$ cat src/hdl/naive_pattern_matcher_assert.svh
// Assertion macros shared by the pattern matcher RTL.
`ifndef NAIVE_PATTERN_MATCHER_ASSERT_SVH
`define NAIVE_PATTERN_MATCHER_ASSERT_SVH

// Property checked on every rising edge of clk_i, masked while rst_ni is low.
`define NPM_ASSERT(lbl, prop) \
  lbl: assert property (@(posedge clk_i) disable iff (!rst_ni) prop) \
    else $error("pattern matcher assertion failed");

// Same-cycle implication.
`define NPM_ASSERT_IMPLIES(lbl, cond, conseq) \
  `NPM_ASSERT(lbl, (cond) |-> (conseq))

`endif

$ cat src/hdl/npm_pkg.sv
// Types and constants of the naive pattern matcher.
package npm_pkg;

  localparam int WIN_DEPTH = 16;
  localparam int LEN_W     = 5;
  localparam int POS_W     = 16;
  localparam int COUNT_W   = 20;

  localparam logic [7:0]         NUL_CHAR  = 8'h00;
  localparam logic [POS_W-1:0]   POS_MAX   = '1;
  localparam logic [COUNT_W-1:0] COUNT_MAX = '1;

  typedef enum logic [1:0] {
    CFG_PATTERN_LENGTH = 2'd0,
    CFG_PATTERN_LOW    = 2'd1,
    CFG_PATTERN_HIGH   = 2'd2
  } cfg_idx_e;

  typedef enum logic [1:0] {
    STATUS_FOUND     = 2'd0,
    STATUS_NOT_FOUND = 2'd1,
    STATUS_TOO_LONG  = 2'd2
  } match_status_e;

  typedef struct packed {
    logic [LEN_W-1:0]              pattern_length;
    logic [WIN_DEPTH-1:0][7:0]     pattern_bytes;
  } cfg_t;

  typedef struct packed {
    logic             full_match;
    logic [LEN_W-1:0] prefix_len;
  } cmp_t;

  typedef struct packed {
    match_status_e      status;
    logic [POS_W-1:0]   position;
    logic [COUNT_W-1:0] count;
  } result_t;

endpackage

$ cat src/hdl/npm_cfg_regs.sv
// Configuration registers: pattern length and pattern bytes.
module npm_cfg_regs import npm_pkg::*; (
  input  logic        clk_i,
  input  logic        rst_ni,
  input  logic        cfg_valid_i,
  output logic        cfg_ready_o,
  input  logic [1:0]  cfg_index_i,
  input  logic [63:0] cfg_data_i,
  output cfg_t        cfg_o
);

  logic [LEN_W-1:0] len_q, len_d;
  logic [63:0]      low_q, low_d, high_q, high_d;

  assign cfg_ready_o = 1'b1;

  always_comb begin
    len_d  = len_q;
    low_d  = low_q;
    high_d = high_q;
    if (cfg_valid_i) begin
      unique case (cfg_index_i)
        CFG_PATTERN_LENGTH: len_d  = cfg_data_i[LEN_W-1:0];
        CFG_PATTERN_LOW:    low_d  = cfg_data_i;
        CFG_PATTERN_HIGH:   high_d = cfg_data_i;
        default: ;  // drop writes beyond the register list
      endcase
    end
  end

  always_ff @(posedge clk_i or negedge rst_ni) begin
    if (!rst_ni) begin
      len_q  <= '0;
      low_q  <= '0;
      high_q <= '0;
    end else begin
      len_q  <= len_d;
      low_q  <= low_d;
      high_q <= high_d;
    end
  end

  assign cfg_o.pattern_length = len_q;
  assign cfg_o.pattern_bytes  = {high_q, low_q};

endmodule

$ cat src/hdl/npm_align_cmp.sv
// Parallel compare of the newest alignment in the window against the pattern.
module npm_align_cmp import npm_pkg::*; (
  input  logic [WIN_DEPTH-1:0][7:0] window_i,
  input  logic [WIN_DEPTH-1:0][7:0] pattern_i,
  input  logic [LEN_W-1:0]          len_i,
  output cmp_t                      cmp_o
);

  logic [WIN_DEPTH-1:0]       mismatch;
  logic [WIN_DEPTH-1:0][LEN_W-1:0] idx;

  always_comb begin
    for (int k = 0; k < WIN_DEPTH; k++) begin
      // alignment covers the len newest bytes, oldest byte first
      idx[k]      = LEN_W'(WIN_DEPTH) - len_i + LEN_W'(k);
      mismatch[k] = (LEN_W'(k) < len_i) &&
                    (window_i[idx[k][LEN_W-2:0]] != pattern_i[k]);
    end
  end

  always_comb begin
    cmp_o.prefix_len = '0;
    for (int k = WIN_DEPTH - 1; k >= 0; k--) begin
      if (mismatch[k]) begin
        cmp_o.prefix_len = LEN_W'(k);
      end
    end
    cmp_o.full_match = ~|mismatch;
  end

endmodule

$ cat src/hdl/npm_scan.sv
// Per-text scan state: window, byte count, first match and comparison total.
module npm_scan import npm_pkg::*; #(
  parameter int MAX_PATTERN = 16,
  parameter int TEXT_LIMIT  = 65535
) (
  input  logic       clk_i,
  input  logic       rst_ni,
  input  logic       advance_i,
  input  logic [7:0] char_i,
  input  cfg_t       cfg_i,
  output result_t    result_o
);

  localparam int CW = $clog2(TEXT_LIMIT + 1);
  localparam int PW = (CW > POS_W) ? CW : POS_W;

  logic [WIN_DEPTH-1:0][7:0] win_q, win_d, win_shift;
  logic [CW-1:0]             seen_q, seen_d, seen_inc;
  logic                      found_q, found_d;
  logic [POS_W-1:0]          first_q, first_d;
  logic [COUNT_W-1:0]        total_q, total_d;
  logic                      ovf_q, ovf_d;

  logic [LEN_W-1:0]   len;
  logic               term;
  cmp_t               cmp;
  logic [LEN_W-1:0]   add_n;
  logic [COUNT_W:0]   sum;
  logic [PW-1:0]      start1;

  assign len  = (cfg_i.pattern_length > LEN_W'(MAX_PATTERN)) ?
                LEN_W'(MAX_PATTERN) : cfg_i.pattern_length;
  assign term = (char_i == NUL_CHAR);

  assign win_shift = {char_i, win_q[WIN_DEPTH-1:1]};
  assign seen_inc  = seen_q + CW'(1);

  npm_align_cmp u_cmp (
    .window_i  (win_shift),
    .pattern_i (cfg_i.pattern_bytes),
    .len_i     (len),
    .cmp_o     (cmp)
  );

  assign add_n  = cmp.full_match ? len : cmp.prefix_len + LEN_W'(1);
  assign sum    = {1'b0, total_q} + (COUNT_W + 1)'(add_n);
  assign start1 = PW'(seen_inc) - PW'(len) + PW'(1);

  always_comb begin
    win_d   = win_q;
    seen_d  = seen_q;
    found_d = found_q;
    first_d = first_q;
    total_d = total_q;
    ovf_d   = ovf_q;
    if (advance_i) begin
      if (term) begin
        seen_d  = '0;
        found_d = 1'b0;
        first_d = '0;
        total_d = '0;
        ovf_d   = 1'b0;
      end else if (!ovf_q) begin
        if (seen_q >= CW'(TEXT_LIMIT)) begin
          ovf_d = 1'b1;
        end else begin
          win_d  = win_shift;
          seen_d = seen_inc;
          if (len != '0 && !found_q && seen_inc >= CW'(len)) begin
            total_d = sum[COUNT_W] ? COUNT_MAX : sum[COUNT_W-1:0];
            if (cmp.full_match) begin
              found_d = 1'b1;
              first_d = (start1 > PW'(POS_MAX)) ? POS_MAX : start1[POS_W-1:0];
            end
          end
        end
      end
    end
  end

  always_comb begin
    if (ovf_q) begin
      result_o.status   = STATUS_TOO_LONG;
      result_o.position = POS_MAX;
      result_o.count    = total_q;
    end else if (len == '0) begin
      result_o.status   = STATUS_FOUND;
      result_o.position = POS_W'(1);
      result_o.count    = '0;
    end else if (found_q) begin
      result_o.status   = STATUS_FOUND;
      result_o.position = first_q;
      result_o.count    = total_q;
    end else begin
      result_o.status   = STATUS_NOT_FOUND;
      result_o.position = '0;
      result_o.count    = total_q;
    end
  end

  // window bytes are only read once the current text has filled them
  always_ff @(posedge clk_i) begin
    win_q <= win_d;
  end

  always_ff @(posedge clk_i or negedge rst_ni) begin
    if (!rst_ni) begin
      seen_q  <= '0;
      found_q <= 1'b0;
      first_q <= '0;
      total_q <= '0;
      ovf_q   <= 1'b0;
    end else begin
      seen_q  <= seen_d;
      found_q <= found_d;
      first_q <= first_d;
      total_q <= total_d;
      ovf_q   <= ovf_d;
    end
  end

endmodule

$ cat src/hdl/naive_pattern_matcher.sv
// Naive pattern matcher top level: channel registers around the scan core.
//
// Text bytes enter on the text channel (text_valid_i/text_ready_o,
// text_char_i); a zero byte ends the text. One result per text leaves on the
// result channel (result_valid_o/result_ready_i) with match_status_o,
// match_position_o and compare_count_o. The pattern and its length are
// written over the cfg channel (index 0 length, 1 bytes 0-7, 2 bytes 8-15),
// which is always ready; write it only while no text is in flight.
// Throughput: one byte per cycle while no terminator waits on a pending result,
// set by the combinational window compare between the input register and the
// scan state. A terminator passes the input register, then the result register.
// When the receiver stalls, the result register holds; ordinary bytes keep
// flowing, and only a second terminator waits in the input register until the
// pending result transaction completes.
// Reset clears the configuration to an empty pattern and empties the text
// state and both channel registers.
`include "naive_pattern_matcher_assert.svh"

module naive_pattern_matcher import npm_pkg::*; #(
  parameter int MAX_PATTERN = 16,
  parameter int TEXT_LIMIT  = 65535
) (
  input  logic               clk_i,
  input  logic               rst_ni,
  input  logic               cfg_valid_i,
  output logic               cfg_ready_o,
  input  logic [1:0]         cfg_index_i,
  input  logic [63:0]        cfg_data_i,
  input  logic               text_valid_i,
  output logic               text_ready_o,
  input  logic [7:0]         text_char_i,
  output logic               result_valid_o,
  input  logic               result_ready_i,
  output logic [1:0]         match_status_o,
  output logic [POS_W-1:0]   match_position_o,
  output logic [COUNT_W-1:0] compare_count_o
);

  cfg_t    cfg;
  result_t scan_res;

  logic       in_valid_q, in_valid_d;
  logic [7:0] in_char_q;
  logic       out_valid_q, out_valid_d;
  result_t    out_q;
  logic       in_term;
  logic       advance;

  npm_cfg_regs u_cfg (
    .clk_i       (clk_i),
    .rst_ni      (rst_ni),
    .cfg_valid_i (cfg_valid_i),
    .cfg_ready_o (cfg_ready_o),
    .cfg_index_i (cfg_index_i),
    .cfg_data_i  (cfg_data_i),
    .cfg_o       (cfg)
  );

  npm_scan #(
    .MAX_PATTERN (MAX_PATTERN),
    .TEXT_LIMIT  (TEXT_LIMIT)
  ) u_scan (
    .clk_i     (clk_i),
    .rst_ni    (rst_ni),
    .advance_i (advance),
    .char_i    (in_char_q),
    .cfg_i     (cfg),
    .result_o  (scan_res)
  );

  assign in_term = (in_char_q == NUL_CHAR);
  // a terminator needs a free result slot; other bytes never wait
  assign advance = in_valid_q && (!in_term || !out_valid_q || result_ready_i);
  assign text_ready_o = !in_valid_q || advance;

  always_comb begin
    in_valid_d = in_valid_q;
    if (text_valid_i && text_ready_o) begin
      in_valid_d = 1'b1;
    end else if (advance) begin
      in_valid_d = 1'b0;
    end
    out_valid_d = out_valid_q;
    if (advance && in_term) begin
      out_valid_d = 1'b1;
    end else if (result_ready_i) begin
      out_valid_d = 1'b0;
    end
  end

  always_ff @(posedge clk_i or negedge rst_ni) begin
    if (!rst_ni) begin
      in_valid_q  <= 1'b0;
      out_valid_q <= 1'b0;
    end else begin
      in_valid_q  <= in_valid_d;
      out_valid_q <= out_valid_d;
    end
  end

  always_ff @(posedge clk_i) begin
    if (text_valid_i && text_ready_o) begin
      in_char_q <= text_char_i;
    end
    if (advance && in_term) begin
      out_q <= scan_res;
    end
  end

  assign result_valid_o   = out_valid_q;
  assign match_status_o   = out_q.status;
  assign match_position_o = out_q.position;
  assign compare_count_o  = out_q.count;

  `NPM_ASSERT_IMPLIES(a_stall_only_on_term, !text_ready_o,
    in_valid_q && in_term && out_valid_q && !result_ready_i)
  `NPM_ASSERT(a_result_from_term, $rose(result_valid_o) |-> $past(advance && in_term))
  `NPM_ASSERT_IMPLIES(a_too_long_saturates,
    result_valid_o && match_status_o == STATUS_TOO_LONG, match_position_o == POS_MAX)
  `NPM_ASSERT_IMPLIES(a_found_has_position,
    result_valid_o && match_status_o == STATUS_FOUND, match_position_o != '0)

endmodule
$ cat config.mk
export PLATFORM = sky130hd
export DESIGN_NAME = naive_pattern_matcher
export DESIGN_NICKNAME = d
export VERILOG_FILES = /design/src/hdl/npm_pkg.sv /design/src/hdl/npm_cfg_regs.sv /design/src/hdl/npm_align_cmp.sv /design/src/hdl/npm_scan.sv /design/src/hdl/naive_pattern_matcher.sv
export VERILOG_INCLUDE_DIRS = /design/src /design/src/hdl
export SDC_FILE = /design/constraint.sdc
export NUM_CORES = 1
export LEC_CHECK = 0
export BUFFER_PORTS_ARGS = -buffer_cell sky130_fd_sc_hd__buf_2
export CAP_MARGIN = 0
export CORE_MARGIN = 5
export CORE_UTILIZATION = 40
export CTS_BUF_LIST = sky130_fd_sc_hd__clkbuf_4 sky130_fd_sc_hd__clkbuf_8
export DETAILED_ROUTE_END_ITERATION = 10
export GPL_ROUTABILITY_DRIVEN = 0
export SLEW_MARGIN = 20
export SYNTH_ARGS = -nofsm -noshare
export SYNTH_HDL_FRONTEND = slang
export SYNTH_SLANG_ARGS = --single-unit
$ cat constraint.sdc
create_clock -name clk_i -period 8.96 [get_ports clk_i]
set_clock_uncertainty 0.1 [all_clocks]
set_input_delay 1.344 -clock clk_i [delete_from_list [all_inputs] [get_ports clk_i]]
set_output_delay 1.344 -clock clk_i [all_outputs]
set_load 0.02 [all_outputs]
==> metrics.log, run 1 <==
INFO  metric result_of_the_run = complete, no violations
INFO  metric finalSetupViolations = 0
INFO  metric synthMuxAreaShare = between 20 and 30%
INFO  metric grt_antenna_before_repair = 0
INFO  metric core_area = just under 0.06 sq mm
INFO  metric syn_inst = slightly above 2000
INFO  metric cts_max_level = 3
INFO  metric post_route_clock_period_utilization = between 90% and 100%
INFO  metric yosysSeqAreaShare = between 40% and 50%
INFO  metric vias_per_cell = a little over 6
INFO  metric postLayoutCellArea = roughly 0.027 sq mm
INFO  metric wl_per_cell = 25.12 microns
INFO  metric critical_path_required = 9.38 ns
INFO  metric grt_first_pass_wirelength = between 100 and 150 mm
INFO  metric tns = 0 ns
INFO  metric multi_input_comb_area = approximately 0.013 sq mm
INFO  metric max_cap_violations = 0
INFO  metric worst_ep_arrival_time = 8.81 ns
INFO  metric worstSetupPathType = flip-flop to flip-flop
INFO  metric initial_core_util = 40.41%
INFO  metric cpMaxStageDelayCell = sky130_fd_sc_hd__a41oi_1
INFO  metric vdd_drop_max = around 0.17 mV
INFO  metric design.portCount = 120
INFO  metric dp.cells = about 2800
INFO  metric cts.root.buffer_cell = sky130_fd_sc_hd__clkbuf_8
INFO  metric post_route_cells_drive_above_1_share = a little over a quarter
INFO  metric async_flop_share = approximately 53%
INFO  metric clk_pin_slew_worst_paths = around 0.070 ns
INFO  metric floorplan_die_area = 0.06472 sq mm
INFO  metric overall_fraction_of_global_route_tracks_in_use = about 22%
INFO  metric clock_path_buffers = 3
INFO  metric p_leak = roughly 11 nW
INFO  metric design.final.nets = 2255
INFO  metric port_buffers = about 120
INFO  metric remaining_drc_errors = 0
INFO  metric synth_compound_gate_area_share = between 10% and 20%
INFO  metric fillerInstances = 5394
INFO  metric synth_cell_types = just over 90
INFO  metric synth_xor_area_share = under 10%
INFO  metric pin_count_of_the_biggest_net_entering_global_routing = between 90 and 100
INFO  metric synth_top_family_by_area = multiplexers
INFO  metric finalNonFillerCells = between 2000 and 3000
INFO  metric path_max_fanout = 16
INFO  metric synthFlopType = sky130_fd_sc_hd__dfrtp_1
INFO  metric slew-limit-headroom = a little over a fifth
INFO  metric routed-via-count = between 15000 and 20000
INFO  metric post-route-min-period = about 8.4 ns
INFO  metric drt_pass1_iterations = 6
INFO  metric insertion_delay = 0.65 ns
INFO  metric syn_nets = 2134
INFO  metric synth_edf_count = roughly 170
INFO  metric total_power = 7.653 mW
INFO  metric rsz0062_at_grt = no
INFO  metric die_width = between 200 and 300 microns
INFO  metric post_synth_fa_ha_maj_area_fraction = 2.346%
INFO  metric max_freq = around 120 MHz
INFO  metric synthesis.area_per_instance = 11.88 sq um
INFO  metric ff_latch_area = just under 0.01 sq mm
INFO  metric ys_ff_latch = about 360
INFO  metric cts.sinks = approximately 360
INFO  metric timing.final.max_slew_violations = 0
INFO  metric tritoncts = yes
INFO  metric hold_buffers = 0
INFO  metric tightestPinTransition = about 1.2 ns
INFO  metric syn_area = about 0.024 sq mm
INFO  metric dpl_cell_area = roughly 0.025 sq mm
INFO  metric antenna_violating_nets_post_route = 0
INFO  metric synthesis_warnings = 0
INFO  metric max_incr_delay_on_cp = around 0.64 ns
INFO  metric cts_made_buffers = 66
INFO  metric rows = 89
INFO  metric grt_pass1_vias = around 18000
INFO  metric grt_remaining_overflow = 0
INFO  metric report.final.hold_viol_count = 0
INFO  metric detailedRoute.firstIterationViolations = approximately 1700
INFO  metric p_per_area = 287.5 mW/mm^2
INFO  metric timing.critical_path.to_type = flip-flop
INFO  metric post_synth_and_or_nand_nor_area_fraction = between 8 and 9%
INFO  metric critical-path-top-cell-by-count = sky130_fd_sc_hd__and3_1
INFO  metric totalWireLength = 74.21 mm
INFO  metric dp.final_hpwl = between 50 and 60 mm
INFO  metric die_y = around 250 microns
INFO  metric start_kind = flip-flop
INFO  metric layout-area-overhead-vs-synth = 11.40%
INFO  metric hp-class = flip-flop to flip-flop
## final cells by class
| class | instances | area share, % |
|---|---|---|
| Antenna cell | 1 | 0.009401 |
| Clock buffer | 94 | 4.343 |
| Clock inverter | 21 | 0.4889 |
| Inverter | 76 | 1.091 |
| Multi-Input combinational cell | 1459 | 50.03 |
| Sequential cell | 355 | 36.50 |
| Tap cell | 773 | 3.634 |
| Timing Repair Buffer | 175 | 3.906 |
## path summary, 6_finish.rpt
path | start | cells past startpoint | slack [ns] | end
min in group asynchronous | rst_ni | 1 | 0.69 | u_cfg.low_q[54]
hold reg to reg | u_scan.win_q[24] | 0 | 0.38 | u_scan.win_q[16]
setup reg to reg | u_cfg.len_q[0] | 34 | 0.58 | u_scan.total_q[15]
hold / removal | u_scan.win_q[24] | 0 | 0.38 | u_scan.win_q[16]
max in group asynchronous | rst_ni | 3 | 6.21 | u_cfg.high_q[60]
setup / recovery | u_cfg.len_q[0] | 34 | 0.58 | u_scan.total_q[15]
## power breakdown
part / switching, mW / internal (mW) / total, mW
clock: 0.712 / 0.859 / 1.57
sequential: 0.186 / 1.90 / 2.09
combinational: 2.25 / 1.75 / 4.00
## cells by family (layout without fill, tap and decap cells)
family	count (synthesis)	count (layout)
flip-flops	355	355
adder cells (fa/ha/maj)	43	43
other	1	2
AO/OA/AOI/OAI	361	361
XOR/XNOR	150	150
multiplexers	545	545
buffers and inverters	198	366
AND/OR/NAND/NOR	359	359
## what timing repair did
| action | in CTS | in global routing |
|---|---|---|
| gates resized for setup | 0 | 1 |
| endpoints found under the hold margin | 0 | 0 |
| buffers inserted | 0 | 3 |
| setup endpoints to repair | 0 | 16 |
## worst max-delay path: cells and delay by family, from the launching register on
family / cells / cell delay, ns
and+or+nand+nor: 11 / 2.81
AOI/OAI and AO/OA: 11 / 2.29
adders and majority gates: 4 / 1.09
DFF: 1 / 0.41
muxes: 2 / 0.69
xor gates and xnor gates: 3 / 0.52
buffers and inverters: 3 / 0.33
## stage by stage
| stage | worst slack, ns | util, % | hold WS, ns |
|---|---|---|---|
| global placement | 0.5915 | 42.78 | 0.3582 |
| global route | 0.04014 | 45.01 | 0.3953 |
| CTS | 0.4040 | 44.96 | 0.3797 |
| floorplan | 0.01943 | - | 0.3453 |
| finish | 0.5758 | 45.02 | 0.3848 |
| detailed placement | 0.4220 | 42.79 | 0.3675 |
## state kept, by name (all words and copies together) (netlist names), 2 cells and up
signal	flops
u_cfg.high_q	64
u_cfg.low_q	64
u_cfg.len_q	5
match_position_o	16
u_scan.seen_q	16
compare_count_o	20
u_scan.first_q	16
in_char_q	8
match_status_o	2
u_scan.win_q	120
u_scan.total_q	20
## cell usage in the layout, fill, tap and decap left out, types with 25 or more instances in the layout
cell                       instances
sky130_fd_sc_hd__a21o_1           33
sky130_fd_sc_hd__a21oi_1          49
sky130_fd_sc_hd__and3_1           25
sky130_fd_sc_hd__buf_2           117
sky130_fd_sc_hd__buf_4            56
sky130_fd_sc_hd__clkbuf_8         73
sky130_fd_sc_hd__dfrtp_1         188
sky130_fd_sc_hd__edfxtp_1        166
sky130_fd_sc_hd__ha_1             39
sky130_fd_sc_hd__inv_1            70
sky130_fd_sc_hd__mux2_2          157
sky130_fd_sc_hd__mux2i_1         278
sky130_fd_sc_hd__mux4_2          108
sky130_fd_sc_hd__nand2_1          95
sky130_fd_sc_hd__nand3_1          37
sky130_fd_sc_hd__nor2_1           47
sky130_fd_sc_hd__nor2b_1          25
sky130_fd_sc_hd__o21ai_0          95
sky130_fd_sc_hd__o22ai_1          35
sky130_fd_sc_hd__xnor2_1          93
sky130_fd_sc_hd__xor2_1           51
## synthesized netlist by cell type, types with 6 or more instances
cell                          n  area (sq um)
sky130_fd_sc_hd__nand3_1     38         190.2
sky130_fd_sc_hd__a31oi_1     16         100.1
sky130_fd_sc_hd__a211oi_1    15         112.6
sky130_fd_sc_hd__o22ai_1     35         219.0
sky130_fd_sc_hd__o211a_1      6         60.06
sky130_fd_sc_hd__o311ai_0     6         52.55
sky130_fd_sc_hd__a22o_1      15         131.4
sky130_fd_sc_hd__o21ai_0     95         475.5
sky130_fd_sc_hd__mux4_2     108          2432
sky130_fd_sc_hd__nor3b_1     10         75.07
sky130_fd_sc_hd__nor3_1      20         100.1
sky130_fd_sc_hd__dfrtp_1    189          4730
sky130_fd_sc_hd__o2111ai_1    8         70.07
sky130_fd_sc_hd__mux2i_1    278          2783
sky130_fd_sc_hd__or3_1        8         50.05
sky130_fd_sc_hd__o31ai_1      6         45.04
sky130_fd_sc_hd__nand2_1     95         356.6
sky130_fd_sc_hd__o21bai_1     9         67.56
sky130_fd_sc_hd__a21o_1      33         247.7
sky130_fd_sc_hd__buf_2       29         145.1
sky130_fd_sc_hd__nor4_1      15         93.84
sky130_fd_sc_hd__nor2_1      47         176.4
sky130_fd_sc_hd__and2_1      11         68.82
sky130_fd_sc_hd__mux2_2     157          1768
sky130_fd_sc_hd__buf_6        7         78.83
sky130_fd_sc_hd__edfxtp_1   166          4985
sky130_fd_sc_hd__nand4_1     18         112.6
sky130_fd_sc_hd__ha_1        40         500.5
sky130_fd_sc_hd__nand2b_1     9         56.30
sky130_fd_sc_hd__o211ai_1    12         90.09
sky130_fd_sc_hd__a21oi_1     49         245.2
sky130_fd_sc_hd__clkbuf_1    64         240.2
sky130_fd_sc_hd__nor2b_1     28         175.2
sky130_fd_sc_hd__and3_1      25         156.4
sky130_fd_sc_hd__a21boi_0     8         60.06
sky130_fd_sc_hd__buf_1        8         30.03
sky130_fd_sc_hd__buf_4       14         105.1
sky130_fd_sc_hd__xnor2_1     93         814.5
sky130_fd_sc_hd__inv_1       70         262.8
sky130_fd_sc_hd__xor2_1      51         446.7
## metal layers
| metal | global-route usage (%) | wire length, microns | vias to the layer above |
|---|---|---|---|
| li1 | - | - | 7934 |
| met1 | 30.46 | 30880 | 9074 |
| met2 | 34.49 | 33380 | 845 |
| met3 | 5.242 | 6578 | 163 |
| met4 | 9.712 | 3360 | 0 |
| met5 | 0 | 0 | - |
Power figures use the tool's default switching activity.
==> inputs of run 2 (changes only) <==
- GPL_TIMING_DRIVEN: not set -> 0
- clock period: 8.96 -> 9.1 ns (I/O delays scaled with it)
==> metrics.log, run 2 (synthesis results as in run 1) <==
INFO  metric largest_reg_flops = 120
INFO  metric ff_latch_area = 0.009717 sq mm
INFO  metric routed.top_layer = met4
INFO  metric fillerInstances = 5322
INFO  metric slew-limit-headroom = 23.95%
INFO  metric grt_first_pass_wirelength = roughly 120 mm
INFO  metric path_max_fanout = 19
INFO  metric cts.root.buffer_cell = sky130_fd_sc_hd__clkbuf_8
INFO  metric port_buffers = around 120
INFO  metric finalSetupViolations = 0
INFO  metric die_width = roughly 250 microns
INFO  metric critical_path_required = approximately 9.5 ns
INFO  metric worst_r2r_startpoint = u_cfg.len_q[0]
INFO  metric grt_antenna_before_repair = 1
INFO  metric totalWireLength = 80.60 mm
INFO  metric clk_pin_slew_worst_paths = ~0.07 ns
INFO  metric seqPwrFrac = 26.0%
INFO  metric wl_per_cell = roughly 27 microns
INFO  metric cts.sinks = 355
INFO  metric post_route_cells_drive_above_1_share = 27.59%
INFO  metric final_cell_mix = sky130_fd_sc_hd__mux2i_1 (277), sky130_fd_sc_hd__dfrtp_1 (187), sky130_fd_sc_hd__edfxtp_1 (166), sky130_fd_sc_hd__mux2_2 (157), sky130_fd_sc_hd__buf_2 (141)
INFO  metric initial_core_util = 40.41%
INFO  metric die_y = roughly 250 microns
INFO  metric result_of_the_run = complete, no violations
INFO  metric pin_count_of_the_biggest_net_entering_global_routing = just under 100
INFO  metric layout-area-overhead-vs-synth = 14.77%
INFO  metric max_freq = between 100 and 150 MHz
INFO  metric grt_pass1_vias = 18670
INFO  metric timing.final.max_slew_violations = 0
INFO  metric hp-class = flip-flop to flip-flop
INFO  metric timing.critical_path.to_type = flip-flop
INFO  metric share_clk_of_total_power = between 20% and 30%
INFO  metric drt_pass1_iterations = 6
INFO  metric final.hold.worst_slack = 0.3757 ns
INFO  metric p_sw_share = a little over two fifths
INFO  metric cts_max_level = 3
INFO  metric utilization = between 40% and 50%
INFO  metric crit_path_end = u_scan.total_q[13]
INFO  metric post-route-min-period = just under 9 ns
INFO  metric routed-via-count = 18960
INFO  metric overall_fraction_of_global_route_tracks_in_use = 24.32%
INFO  metric hold_buffers = 0
INFO  metric max_cap_violations = 0
INFO  metric route.layer.met1.wl = a little over 30 mm
INFO  metric timing.reg2reg.setup_slack = 0.29 ns
INFO  metric p_per_area = 286.1 mW/mm^2
INFO  metric antenna_violating_nets_post_route = 0
INFO  metric tritoncts = yes
INFO  metric report.final.hold_viol_count = 0
INFO  metric core_area = between 0.05 and 0.06 sq mm
INFO  metric power_report.internal_total = approximately 4.6 mW
INFO  metric cts_made_buffers = 66
INFO  metric vias_per_cell = around 6.2
INFO  metric multi_input_comb_area = approximately 0.014 sq mm
INFO  metric worst_ep_arrival_time = approximately 9 ns
INFO  metric vdd_drop_max = 0.1116 mV
INFO  metric design.portCount = 120
INFO  metric p_leak = between 10 and 15 nW
INFO  metric layout_top_registers = u_scan.win_q: 120 flops, u_cfg.high_q: 64 flops, u_cfg.low_q: 64 flops
INFO  metric netSwitchingPower = between 3 and 4 mW
INFO  metric dp.final_hpwl = around 61 mm
INFO  metric critical_path.reg2reg.endpoint = u_scan.total_q[13]
INFO  metric grt_remaining_overflow = 0
INFO  metric max_incr_delay_on_cp = 0.58 ns
INFO  metric insertion_delay = roughly 0.65 ns
INFO  metric largest-register = u_scan.win_q
INFO  metric floorplan_die_area = around 0.065 sq mm
INFO  metric clock_path_buffers = 3
INFO  metric remaining_drc_errors = 0
INFO  metric start_kind = flip-flop
INFO  metric r2r.worst_path.cells = 40
INFO  metric rows = 89
INFO  metric cpMaxStageDelayCell = sky130_fd_sc_hd__or4_4
INFO  metric cp-startpoint = u_cfg.len_q[0]
INFO  metric detailedRoute.firstIterationViolations = around 2400
INFO  metric combinationalPowerShare = a little over half
INFO  metric routed-wl-met3 = 9.073 mm
INFO  metric met2_wirelength = 35.40 mm
INFO  metric design.final.nets = about 2300
INFO  metric layout_commonest_cell = sky130_fd_sc_hd__mux2i_1
INFO  metric critical-path-top-cell-by-count = sky130_fd_sc_hd__and3_1
INFO  metric tightestPinTransition = around 1.1 ns
INFO  metric post_route_clock_period_utilization = between 90% and 100%
INFO  metric worstSetupPathType = flip-flop to flip-flop
==> run 2: power by group through the flow <==
stage	sequential [mW]	combinational (mW)	clock, mW
2_1_floorplan	2.01	2.92	0
3_3_place_gp	2.07	3.88	0
3_5_place_dp	2.07	3.94	0
4_1_cts	2.04	4.08	1.63
5_1_grt	2.06	4.46	1.70
6_report	2.04	4.21	1.60
==> run 2: worst max-delay path: cells and delay by family, from the launching register on <==
kind	cells	cell delay [ns]
flip-flops	1	0.43
AND/OR/NAND/NOR	13	2.77
adder cells (fa/ha/maj)	4	0.99
XOR/XNOR	2	0.28
buffers and inverters	10	1.84
AO/OA/AOI/OAI	10	2.01
multiplexers	1	0.28
==> run 2: worst min-delay path by stage <==
stage | startpoint | to | slack, ns | cells after the start
2_1_floorplan | u_scan.ovf_q | match_status_o[1] | 0.35 | 0
3_3_place_gp | u_scan.win_q[16] | u_scan.win_q[8] | 0.36 | 0
5_1_grt | u_scan.win_q[77] | u_scan.win_q[69] | 0.39 | 0
6_report | u_scan.win_q[77] | u_scan.win_q[69] | 0.38 | 0
3_5_place_dp | u_scan.win_q[32] | u_scan.win_q[24] | 0.37 | 0
4_1_cts | u_scan.win_q[77] | u_scan.win_q[69] | 0.38 | 0
==> run 2: layout make-up <==
class	instances	area share (%)
clock inverter	26	0.7711
multi-input combinational	1459	49.23
buffer	116	2.610
inverter	76	1.072
timing repair buffer	144	3.271
sequential	355	35.43
tap	773	3.527
clock buffer	89	4.079
antenna	1	0.009125
==> run 2: timing repair <==
action                                  4_1_cts  5_1_grt
pin swaps                                     5        9
endpoints found under the setup margin       37       20
setup buffers                                10       12
resized for setup                            66       21
cloned                                        1        0
==> run 2: layer usage <==
layer  track usage [%]  vias up
met3             6.720      261
met5                 0        -
li1                  -     8124
met2             36.62     1209
met4             13.95        0
met1             31.69     9362
==> run 2: per-stage QoR <==
stage / std cells / cell area [sq um] / total power, mW / setup TNS (ns) / setup slack, ns
after detailed placement: 2906 / 25550 / 6.012 / -64.18 / -3.458
after global routing: 3038 / 27420 / 8.224 / -0.09249 / -0.03595
after CTS: 3027 / 27250 / 7.744 / 0 / 0.02196
after floorplan: 2012 / 23900 / 4.927 / 0 / 0.08196
final: 3039 / 27420 / 7.846 / 0 / 0.2866
after global placement: 2903 / 25460 / 5.944 / -59.07 / -3.260
